$ cat src/rtl/assert_macros.svh
// Assertion helpers for the connection engine.
`ifndef ASSERT_MACROS_SVH
`define ASSERT_MACROS_SVH

// Check a property on every clock edge outside reset.
`define ASSERT_CLK(label, clk, rst_n, prop, msg) \
  label: assert property (@(posedge clk) disable iff (!rst_n) (prop)) else $error(msg);

// Check a property on every clock edge, including during reset.
`define ASSERT_ALWAYS(label, clk, prop, msg) \
  label: assert property (@(posedge clk) (prop)) else $error(msg);

`endif

$ cat src/rtl/tcce_pkg.sv
package tcce_pkg;

  localparam int unsigned MaxSegData = 1460;
  localparam int unsigned ResultCap = 45;
  localparam int unsigned HdrBytes = 20;
  localparam logic [15:0] PortReset = 16'd49152;
  localparam logic [15:0] WindowReset = 16'd4096;
  localparam int unsigned CmdQDepth = 2;

  localparam logic [7:0] FlagFin = 8'h01;
  localparam logic [7:0] FlagSyn = 8'h02;
  localparam logic [7:0] FlagRst = 8'h04;
  localparam logic [7:0] FlagPsh = 8'h08;
  localparam logic [7:0] FlagAck = 8'h10;

  localparam logic RegWindow = 1'b0;
  localparam logic RegPortBase = 1'b1;

  typedef enum logic [2:0] {
    CmdConnect = 3'd0,
    CmdSend    = 3'd1,
    CmdRecv    = 3'd2,
    CmdConsume = 3'd3,
    CmdClose   = 3'd4,
    CmdTimeout = 3'd5,
    CmdRsvd6   = 3'd6,
    CmdRsvd7   = 3'd7
  } cmd_e;

  typedef enum logic [1:0] {
    StClosed       = 2'd0,
    StSynSent      = 2'd1,
    StEstablished  = 2'd2,
    StRemoteClosed = 2'd3
  } conn_state_e;

  typedef enum logic [1:0] {
    StatOk       = 2'd0,
    StatRejected = 2'd1,
    StatDropped  = 2'd2
  } status_e;

  typedef enum logic [1:0] {
    BkIdle,
    BkExec,
    BkSend
  } bk_state_e;

  // Classified command as handed from front end to back end.
  typedef struct packed {
    cmd_e        cmd;
    logic [31:0] peer_ip;
    logic [15:0] peer_port;
    logic [15:0] dest_port;
    logic [31:0] init_seq;
    logic [7:0]  seg_flags;
    logic [5:0]  seg_offs;
    logic [31:0] seg_seq;
    logic [31:0] seg_ack;
    logic [15:0] length;
    logic        short_seg;
    logic        bad_offs;
    logic [15:0] seg_dlen;
  } cmd_t;

  typedef struct packed {
    logic        tx_valid;
    logic [7:0]  tx_flags;
    logic [31:0] tx_sequence;
    logic [31:0] tx_acknowledge;
    logic [15:0] tx_local_port;
    logic [15:0] tx_remote_port;
    logic [10:0] tx_data_len;
    logic [15:0] tx_data_offset;
    logic [1:0]  conn_state;
    logic [10:0] accepted_len;
    logic [1:0]  status;
    logic        last;
  } result_t;

endpackage

$ cat src/rtl/tcp_client_connection_engine.sv
// Channel   Handshake            Transfers
// command   push / full          command_i and segment header fields
// result    pop / empty          tx descriptor, conn_state_o, status_o, last_o
// config    cfg_we_i             cfg_idx_i, cfg_data_i (no wait)
// A command enters a two-entry queue when accepted; the back end takes it into
// its Exec state and then registers its result, so it finishes one command
// before it takes the next.
// A send passes through Exec before its first chunk, then one chunk per cycle
// while pop keeps up, up to 45 chunks. Reset clears all connection state.
// A stalled result holds the back end; the queue takes commands until full.
`include "assert_macros.svh"

module tcp_client_connection_engine (
  input  logic        clk_i,
  input  logic        rst_ni,
  input  logic        push,
  output logic        full,
  input  logic [2:0]  command_i,
  input  logic [31:0] peer_ip_i,
  input  logic [15:0] peer_port_i,
  input  logic [15:0] dest_port_i,
  input  logic [31:0] initial_sequence_i,
  input  logic [7:0]  seg_flags_i,
  input  logic [3:0]  seg_offset_words_i,
  input  logic [31:0] seg_sequence_i,
  input  logic [31:0] seg_acknowledge_i,
  input  logic [15:0] length_i,
  output logic        empty,
  input  logic        pop,
  input  logic        cfg_we_i,
  input  logic        cfg_idx_i,
  input  logic [15:0] cfg_data_i,
  output logic        tx_valid_o,
  output logic [7:0]  tx_flags_o,
  output logic [31:0] tx_sequence_o,
  output logic [31:0] tx_acknowledge_o,
  output logic [15:0] tx_local_port_o,
  output logic [15:0] tx_remote_port_o,
  output logic [10:0] tx_data_len_o,
  output logic [15:0] tx_data_offset_o,
  output logic [1:0]  conn_state_o,
  output logic [10:0] accepted_len_o,
  output logic [1:0]  status_o,
  output logic        last_o
);

  tcce_pkg::cmd_t    in_cmd, q_cmd;
  tcce_pkg::result_t res;
  logic q_valid, q_take, res_valid;

  always_comb begin
    in_cmd = '0;
    in_cmd.cmd = tcce_pkg::cmd_e'(command_i);
    in_cmd.peer_ip = peer_ip_i;
    in_cmd.peer_port = peer_port_i;
    in_cmd.dest_port = dest_port_i;
    in_cmd.init_seq = initial_sequence_i;
    in_cmd.seg_flags = seg_flags_i;
    in_cmd.seg_offs = {2'b00, seg_offset_words_i};
    in_cmd.seg_seq = seg_sequence_i;
    in_cmd.seg_ack = seg_acknowledge_i;
    in_cmd.length = length_i;
  end

  tcce_front u_front (
    .clk_i, .rst_ni, .push_i(push), .full_o(full), .cmd_i(in_cmd),
    .q_valid_o(q_valid), .q_take_i(q_take), .q_cmd_o(q_cmd)
  );

  tcce_back u_back (
    .clk_i, .rst_ni, .cfg_we_i, .cfg_idx_i, .cfg_data_i,
    .q_valid_i(q_valid), .q_take_o(q_take), .q_cmd_i(q_cmd),
    .res_valid_o(res_valid), .res_take_i(pop), .res_o(res)
  );

  assign empty = !res_valid;
  assign tx_valid_o = res.tx_valid;
  assign tx_flags_o = res.tx_flags;
  assign tx_sequence_o = res.tx_sequence;
  assign tx_acknowledge_o = res.tx_acknowledge;
  assign tx_local_port_o = res.tx_local_port;
  assign tx_remote_port_o = res.tx_remote_port;
  assign tx_data_len_o = res.tx_data_len;
  assign tx_data_offset_o = res.tx_data_offset;
  assign conn_state_o = res.conn_state;
  assign accepted_len_o = res.accepted_len;
  assign status_o = res.status;
  assign last_o = res.last;

  `ASSERT_CLK(a_idle_tx_zero, clk_i, rst_ni, (!empty && !tx_valid_o) |-> (tx_flags_o == '0 && tx_data_len_o == '0), "idle result carries tx fields")
  `ASSERT_CLK(a_chunk_bound, clk_i, rst_ni, !empty |-> (tx_data_len_o <= 11'(tcce_pkg::MaxSegData)), "chunk too long")
  `ASSERT_CLK(a_result_hold, clk_i, rst_ni, ($past(!empty) && !$past(pop)) |-> (!empty && $stable(tx_sequence_o)), "stalled result changed")

endmodule

$ cat src/rtl/tcce_front.sv
module tcce_front (
  input  logic              clk_i,
  input  logic              rst_ni,
  input  logic              push_i,
  output logic              full_o,
  input  tcce_pkg::cmd_t    cmd_i,
  output logic              q_valid_o,
  input  logic              q_take_i,
  output tcce_pkg::cmd_t    q_cmd_o
);

  localparam int unsigned PtrW = $clog2(tcce_pkg::CmdQDepth);

  tcce_pkg::cmd_t mem_q [tcce_pkg::CmdQDepth];
  logic [PtrW-1:0] wr_q, wr_d, rd_q, rd_d;
  logic [PtrW:0]   cnt_q, cnt_d;
  tcce_pkg::cmd_t  cls;
  logic            do_push;

  // Precompute the receive header checks.
  always_comb begin
    cls = cmd_i;
    cls.seg_offs = {cmd_i.seg_offs[3:0], 2'b00};
    cls.short_seg = cmd_i.length < 16'(tcce_pkg::HdrBytes);
    cls.bad_offs = (cls.seg_offs < 6'(tcce_pkg::HdrBytes)) ||
                   ({10'd0, cls.seg_offs} > cmd_i.length);
    cls.seg_dlen = cmd_i.length - {10'd0, cls.seg_offs};
  end

  assign full_o = (cnt_q == (PtrW+1)'(tcce_pkg::CmdQDepth));
  assign do_push = push_i && !full_o;
  assign q_valid_o = (cnt_q != '0);
  assign q_cmd_o = mem_q[rd_q];

  always_comb begin
    wr_d = wr_q;
    rd_d = rd_q;
    cnt_d = cnt_q;
    if (do_push) begin
      wr_d = wr_q + 1'b1;
    end
    if (q_take_i && q_valid_o) begin
      rd_d = rd_q + 1'b1;
    end
    cnt_d = cnt_q + (PtrW+1)'(do_push) - (PtrW+1)'(q_take_i && q_valid_o);
  end

  always_ff @(posedge clk_i) begin
    if (do_push) begin
      mem_q[wr_q] <= cls;
    end
  end

  always_ff @(posedge clk_i or negedge rst_ni) begin
    if (!rst_ni) begin
      wr_q <= '0;
      rd_q <= '0;
      cnt_q <= '0;
    end else begin
      wr_q <= wr_d;
      rd_q <= rd_d;
      cnt_q <= cnt_d;
    end
  end

endmodule

$ cat src/rtl/tcce_back.sv
module tcce_back (
  input  logic               clk_i,
  input  logic               rst_ni,
  input  logic               cfg_we_i,
  input  logic               cfg_idx_i,
  input  logic [15:0]        cfg_data_i,
  input  logic               q_valid_i,
  output logic               q_take_o,
  input  tcce_pkg::cmd_t     q_cmd_i,
  output logic               res_valid_o,
  input  logic               res_take_i,
  output tcce_pkg::result_t  res_o
);

  tcce_pkg::bk_state_e bst_q, bst_d;
  tcce_pkg::conn_state_e cst_q, cst_d;
  tcce_pkg::cmd_t cur_q, cur_d;
  logic [15:0] window_q, port_base_q;
  logic [31:0] raddr_q, raddr_d, nss_q, nss_d, nrs_q, nrs_d;
  logic [15:0] rport_q, rport_d, lport_q, lport_d, pcnt_q, pcnt_d;
  logic [10:0] slen_q, slen_d;
  logic        sfull_q, sfull_d;
  logic [15:0] rem_q, rem_d, off_q, off_d;
  logic [5:0]  nchunk_q, nchunk_d;
  tcce_pkg::result_t res_q, res_d;
  logic        rv_q, rv_d;
  logic [15:0] pnext;
  logic [10:0] chunk, acc;
  logic        emit, r_valid, r_last, fin_ok;
  logic [7:0]  r_flags;
  logic [10:0] r_dlen, r_acc;
  logic [15:0] r_doff;
  logic [1:0]  r_stat;
  logic [31:0] r_seq;

  assign res_valid_o = rv_q;
  assign res_o = res_q;
  assign chunk = (rem_q > 16'(tcce_pkg::MaxSegData)) ? 11'(tcce_pkg::MaxSegData)
                                                     : rem_q[10:0];
  assign acc = (cur_q.seg_dlen > 16'(tcce_pkg::MaxSegData)) ?
               11'(tcce_pkg::MaxSegData) : cur_q.seg_dlen[10:0];
  assign pnext = pcnt_q + 16'd1;

  always_comb begin
    bst_d = bst_q; cst_d = cst_q; cur_d = cur_q;
    raddr_d = raddr_q; nss_d = nss_q; nrs_d = nrs_q;
    rport_d = rport_q; lport_d = lport_q; pcnt_d = pcnt_q;
    slen_d = slen_q; sfull_d = sfull_q;
    rem_d = rem_q; off_d = off_q; nchunk_d = nchunk_q;
    res_d = res_q;
    rv_d = rv_q && !res_take_i;
    q_take_o = 1'b0;
    emit = 1'b0; r_valid = 1'b0; r_flags = '0; r_dlen = '0; r_doff = '0;
    r_acc = '0; r_stat = tcce_pkg::StatOk; r_last = 1'b1; r_seq = nss_q;
    fin_ok = 1'b0;
    unique case (bst_q)
      tcce_pkg::BkIdle: begin
        if (q_valid_i) begin
          q_take_o = 1'b1;
          cur_d = q_cmd_i;
          bst_d = tcce_pkg::BkExec;
        end
      end
      tcce_pkg::BkExec: begin
        if (!rv_d) begin
          emit = 1'b1;
          bst_d = tcce_pkg::BkIdle;
          unique case (cur_q.cmd)
            tcce_pkg::CmdConnect: begin
              raddr_d = cur_q.peer_ip;
              rport_d = cur_q.peer_port;
              lport_d = pcnt_q;
              pcnt_d = (pnext == '0) ? port_base_q : pnext;
              nrs_d = '0; sfull_d = 1'b0; slen_d = '0;
              cst_d = tcce_pkg::StSynSent;
              nss_d = cur_q.init_seq + 32'd1;
              r_valid = 1'b1; r_flags = tcce_pkg::FlagSyn;
              r_seq = cur_q.init_seq;
            end
            tcce_pkg::CmdSend: begin
              if (cst_q != tcce_pkg::StEstablished) begin
                r_stat = tcce_pkg::StatRejected;
              end else if (cur_q.length != '0) begin
                emit = 1'b0;
                rem_d = cur_q.length; off_d = '0; nchunk_d = '0;
                bst_d = tcce_pkg::BkSend;
              end
            end
            tcce_pkg::CmdRecv: begin
              if (cur_q.short_seg || cst_q == tcce_pkg::StClosed ||
                  cur_q.peer_ip != raddr_q || cur_q.peer_port != rport_q ||
                  cur_q.dest_port != lport_q) begin
                r_stat = tcce_pkg::StatDropped;
              end else if ((cur_q.seg_flags & tcce_pkg::FlagRst) != '0) begin
                cst_d = tcce_pkg::StClosed;
              end else if (cur_q.bad_offs) begin
                r_stat = tcce_pkg::StatDropped;
              end else if (cst_q == tcce_pkg::StSynSent) begin
                if ((cur_q.seg_flags & tcce_pkg::FlagSyn) != '0 &&
                    (cur_q.seg_flags & tcce_pkg::FlagAck) != '0 &&
                    cur_q.seg_ack == nss_q) begin
                  nrs_d = cur_q.seg_seq + 32'd1;
                  r_valid = 1'b1; r_flags = tcce_pkg::FlagAck;
                  cst_d = tcce_pkg::StEstablished;
                end else begin
                  r_stat = tcce_pkg::StatDropped;
                end
              end else begin
                if (cur_q.seg_dlen != '0 && cur_q.seg_seq == nrs_q && !sfull_q) begin
                  r_acc = acc;
                  slen_d = acc; sfull_d = 1'b1;
                  nrs_d = nrs_q + {21'd0, acc};
                end
                fin_ok = (cur_q.seg_flags & tcce_pkg::FlagFin) != '0 &&
                         (cur_q.seg_seq + {16'd0, cur_q.seg_dlen}) == nrs_d;
                if (fin_ok) begin
                  nrs_d = nrs_d + 32'd1;
                  r_valid = 1'b1; r_flags = tcce_pkg::FlagAck;
                  cst_d = tcce_pkg::StRemoteClosed;
                end
              end
            end
            tcce_pkg::CmdConsume: begin
              sfull_d = 1'b0;
              r_valid = 1'b1; r_flags = tcce_pkg::FlagAck;
            end
            tcce_pkg::CmdClose: begin
              if (cst_q == tcce_pkg::StEstablished ||
                  cst_q == tcce_pkg::StRemoteClosed) begin
                r_valid = 1'b1; r_flags = tcce_pkg::FlagFin | tcce_pkg::FlagAck;
                nss_d = nss_q + 32'd1;
              end
              cst_d = tcce_pkg::StClosed;
            end
            tcce_pkg::CmdTimeout: begin
              if (cst_q == tcce_pkg::StSynSent) begin
                cst_d = tcce_pkg::StClosed;
              end
            end
            default: begin
            end
          endcase
        end
      end
      tcce_pkg::BkSend: begin
        if (!rv_d) begin
          emit = 1'b1;
          r_valid = 1'b1;
          r_flags = tcce_pkg::FlagAck | tcce_pkg::FlagPsh;
          r_dlen = chunk; r_doff = off_q;
          nss_d = nss_q + {21'd0, chunk};
          off_d = off_q + {5'd0, chunk};
          rem_d = rem_q - {5'd0, chunk};
          nchunk_d = nchunk_q + 6'd1;
          r_last = (rem_d == '0) || (nchunk_d == 6'(tcce_pkg::ResultCap));
          if (r_last) begin
            bst_d = tcce_pkg::BkIdle;
          end
        end
      end
      default: begin
        bst_d = tcce_pkg::BkIdle;
      end
    endcase
    if (emit) begin
      rv_d = 1'b1;
      res_d.tx_valid = r_valid;
      res_d.tx_flags = r_valid ? r_flags : '0;
      res_d.tx_sequence = r_valid ? r_seq : '0;
      res_d.tx_acknowledge = (r_valid && (r_flags & tcce_pkg::FlagAck) != '0) ? nrs_d : '0;
      res_d.tx_local_port = r_valid ? lport_d : '0;
      res_d.tx_remote_port = r_valid ? rport_d : '0;
      res_d.tx_data_len = r_dlen;
      res_d.tx_data_offset = r_doff;
      res_d.conn_state = cst_d;
      res_d.accepted_len = r_acc;
      res_d.status = r_stat;
      res_d.last = r_last;
    end
  end

  always_ff @(posedge clk_i) begin
    cur_q <= cur_d;
    res_q <= res_d;
    rem_q <= rem_d;
    off_q <= off_d;
  end

  always_ff @(posedge clk_i or negedge rst_ni) begin
    if (!rst_ni) begin
      bst_q <= tcce_pkg::BkIdle;
      cst_q <= tcce_pkg::StClosed;
      raddr_q <= '0; nss_q <= '0; nrs_q <= '0;
      rport_q <= '0; lport_q <= '0; pcnt_q <= tcce_pkg::PortReset;
      slen_q <= '0; sfull_q <= 1'b0; nchunk_q <= '0; rv_q <= 1'b0;
      window_q <= tcce_pkg::WindowReset;
      port_base_q <= tcce_pkg::PortReset;
    end else begin
      bst_q <= bst_d; cst_q <= cst_d;
      raddr_q <= raddr_d; nss_q <= nss_d; nrs_q <= nrs_d;
      rport_q <= rport_d; lport_q <= lport_d; pcnt_q <= pcnt_d;
      slen_q <= slen_d; sfull_q <= sfull_d; nchunk_q <= nchunk_d; rv_q <= rv_d;
      if (cfg_we_i && cfg_idx_i == tcce_pkg::RegWindow) begin
        window_q <= cfg_data_i;
      end
      if (cfg_we_i && cfg_idx_i == tcce_pkg::RegPortBase) begin
        port_base_q <= cfg_data_i;
      end
    end
  end

  // The window register feeds no output; it and slen_q go into an unused reduction.
  logic unused_window;
  assign unused_window = ^{window_q, slen_q};

endmodule
$ cat config.mk
export PLATFORM = sky130hd
export DESIGN_NAME = tcp_client_connection_engine
export DESIGN_NICKNAME = d
export VERILOG_FILES = /design/src/rtl/tcce_pkg.sv /design/src/rtl/tcp_client_connection_engine.sv /design/src/rtl/tcce_front.sv /design/src/rtl/tcce_back.sv
export VERILOG_INCLUDE_DIRS = /design/src /design/src/rtl
export SDC_FILE = /design/constraint.sdc
export NUM_CORES = 2
export LEC_CHECK = 0
export BUFFER_PORTS_ARGS = -buffer_cell sky130_fd_sc_hd__buf_2
export CAP_MARGIN = 25
export CORE_MARGIN = 3
export CORE_UTILIZATION = 60
export DETAILED_ROUTE_END_ITERATION = 12
export PLACE_DENSITY = 0.8
export REMOVE_ABC_BUFFERS = 1
export SKIP_LAST_GASP = 1
export SYNTH_ARGS = -nofsm -noshare
export SYNTH_HDL_FRONTEND = slang
export SYNTH_SLANG_ARGS = --single-unit
$ cat constraint.sdc
create_clock -name clk_i -period 13.2 [get_ports clk_i]
set_input_delay 0.66 -clock clk_i [delete_from_list [all_inputs] [get_ports clk_i]]
set_output_delay 0.66 -clock clk_i [all_outputs]
set_load 0.05 [all_outputs]
==> flow_summary.yaml <==
status:
  status: "complete, no violations"
placement:
  placed_cells: 4835
  gp_congestion: 0.966
  pre_cts_ws_ns: 5.56
  port_buffers: 354
  place_area_mm2: 0.0476
  hpwl_mm: 81.7
synthesis:
  synth_ff_type: "edfxtp_1"
  synth_edf_count: 773
  synth.area.top_cells: "edfxtp_1, dfrtp_1, mux2_2"
  yosysWarnings: 0
  yosysMostFrequentCell: "edfxtp_1"
  synthCells: 3653
  syn_area_mm2: 0.0448
  synth-seq-cells: 949
  synth-seq-area-share: 0.616
  yosys-top-cells-count: "edfxtp_1, nand2_1, mux2_2"
  synth.distinct_cells: 90
  yosys.area.top_type: "edfxtp_1"
  synth-async-reset-ratio: 0.185
  syn_avg_cell_area_um2: 12.3
  yosysTopAreaCellShare: 0.518
global_route:
  antenna_found_initial: 27
  grt_pass1_wl_mm: 180
  grt_use_total: 0.303
  gr-total-overflow: 0
  first_global_vias: 30300
  grt_max_degree: 77
route:
  wl_met2_mm: 57.6
  vias_per_cell: 6.22
  wl_per_cell_um: 23.8
  drt-pass1-iter-count: 6
  routed_wl_mm: 120
  ant_nets: 0
  route.met3.wl_mm: 9.45
  detail_route.wirelength.met1_mm: 47.4
  drc: 0
  vias: 31400
  top_layer: "met5"
  drtIter0Drc: 3678
critical_path:
  critical_path.max_stage_delay_ns: 0.71
  required_ns: 13.69
  critical_path.max_fanout: 15
  worst_path_max_delay_cell: "or3_1"
  critPathLaunchType: "flop"
  critical_path.cell_chain: "nor2_1, nor4b_1, nand2_1, or2_2, ha_1, a21o_1, a31oi_1, a211oi_1, o21a_1, and3_1, xor2_1, xnor3_1, nand4b_1, or2_1, or3_1, nor4_1, mux2_2, a21oi_1"
  end_kind: "flop"
  arrival_ns: 8.35
  path_class: "flop to flop"
finish:
  area_growth_pct: 13.5
  nNetsFinal: 4260
  fin_cells: 5042
  layout-drive-gt1-share: 0.207
  finish.utilization: 0.693
  design_area_mm2: 0.0509
hold_path:
  min_path_type: "primary input to flop"
clock_tree:
  cts-buffers-inserted: 96
  clkTransAtPathRegs_ns: 0.07
  cts_resized: 0
  cts_tree: "built"
  root_buffer: "clkbuf_16"
  cts_sinks: 949
  clk_path_buf_depth: 3
  htreeDepth: 3
  postCtsSetupBuffers: 0
  clock_latency_ns: 0.68
timing:
  max_freq_mhz: 127
  hold_viol: 0
  tightest_slew_ns: 1.08
  min_period_over_period: 0.596
  min_period_ns: 7.86
  relSlewSlack: 0.275
  fin_ws_ns: 5.34
  holdWs_ns: 0.171
  setup_violations: 0
  maxSlewViolCount: 0
  fin_worst_skew_ns: 0.0439
  grt_setup_unrepaired: "false"
  tns_ns: 0
power_and_ir_drop:
  p_leak_nw: 19.3
  power.density_mw_per_mm2: 240
  power_mw: 12.2
  ir_drop_mv: 0.223
floorplan:
  fp.dieArea_mm2: 0.0781
  die_width_um: 279
  coreArea_mm2: 0.0735
  ios: 363
  start_util: 0.611
  num_rows: 99
  die-height_um: 279
flow_run:
  drv_cap: 0
[routing by layer]
layer	up-vias	global-route usage
met5	-	0
met4	2	0.136
met3	285	0.0447
met2	1497	0.493
met1	15400	0.411
li1	14100	-
[sequential cells by signal, summed over array words and instances, names as in the netlist, 2 cells and up]
signal,cells
u_back.raddr_q,32
u_back.res_o,144
u_back.cst_q,2
u_back.rem_q,16
u_back.lport_q,16
u_back.nrs_q,32
u_back.nchunk_q,6
u_back.port_base_q,16
u_front.mem_q,398
u_back.pcnt_q,16
u_back.nss_q,32
u_back.off_q,16
u_back.rport_q,16
u_back.cur_q,199
u_back.bst_q,2
u_front.cnt_q,2
[final cells by class]
class / count / area [um2]
Clock buffer: 125 / 2610
Multi-Input combinational cell: 2414 / 16200
Timing Repair Buffer: 411 / 2230
Tap cell: 959 / 1200
Inverter: 105 / 394
Antenna cell: 25 / 62.6
Sequential cell: 949 / 27600
Fill cell: 5051 / 22600
Clock inverter: 54 / 612
[worst paths after layout]
check                      slack [ns]              start               endpoint  cells after the start
setup reg to reg                 5.34   u_back.cur_q[15]      u_back.res_o[103]                     18
max in group asynchronous       11.38             rst_ni       u_back.nss_q[14]                      3
min in group asynchronous        0.55             rst_ni     u_back.rport_q[12]                      2
hold / removal                   0.17       command_i[0]  u_front.mem_q[0][206]                      1
hold reg to reg                  0.49  u_back.cur_q[192]     u_back.raddr_q[16]                      2
setup / recovery                 5.34   u_back.cur_q[15]      u_back.res_o[103]                     18
[kinds of logic (layout without fill, tap and decap cells)]
group | Yosys count | after routing | synth area share
other | 2 | 30 | 0.000167
DFF | 949 | 949 | 0.616
and+or+nand+nor | 1138 | 1138 | 0.123
buffers and inverters | 293 | 695 | 0.0259
xor gates and xnor gates | 287 | 287 | 0.0571
muxes | 274 | 274 | 0.0674
adders and majority gates | 70 | 70 | 0.0204
AOI/OAI and AO/OA | 640 | 640 | 0.0897
[critical path, delay by kind of cell (launching register included)]
kind	cells	cell delay (ns)
AOI/OAI and AO/OA	5	1.47
xor gates and xnor gates	2	0.82
adders and majority gates	1	0.42
DFF	1	0.41
muxes	1	0.42
and+or+nand+nor	9	4.15
[power by group]
group / leakage, nW / switching [mW] / total [mW] / internal, mW
combinational: 8.33 / 2.70 / 4.16 / 1.46
clock: 1.55 / 1.17 / 2.74 / 1.57
sequential: 9.44 / 0.786 / 5.30 / 4.51
total: 19.3 / 4.66 / 12.2 / 7.54
[what timing repair did]
action | 4_1_cts | 5_1_grt
setup endpoints to repair | 0 | 0
endpoints found under the hold margin | 28 | 0
hold buffers | 1 | 0
[cell usage in the layout, fill, tap and decap left out, drive strengths merged, types with 126 or more instances in the layout]
| cell type | synthesis | routed |
|---|---|---|
| a21oi | 195 | 195 |
| nor2 | 160 | 160 |
| buf | 33 | 409 |
| nand2 | 454 | 454 |
| clkbuf | 155 | 126 |
| dfrtp | 172 | 172 |
| mux2 | 223 | 223 |
| xor2 | 159 | 159 |
| o21ai | 159 | 159 |
| edfxtp | 773 | 773 |
(Power assumes the default switching activity.)
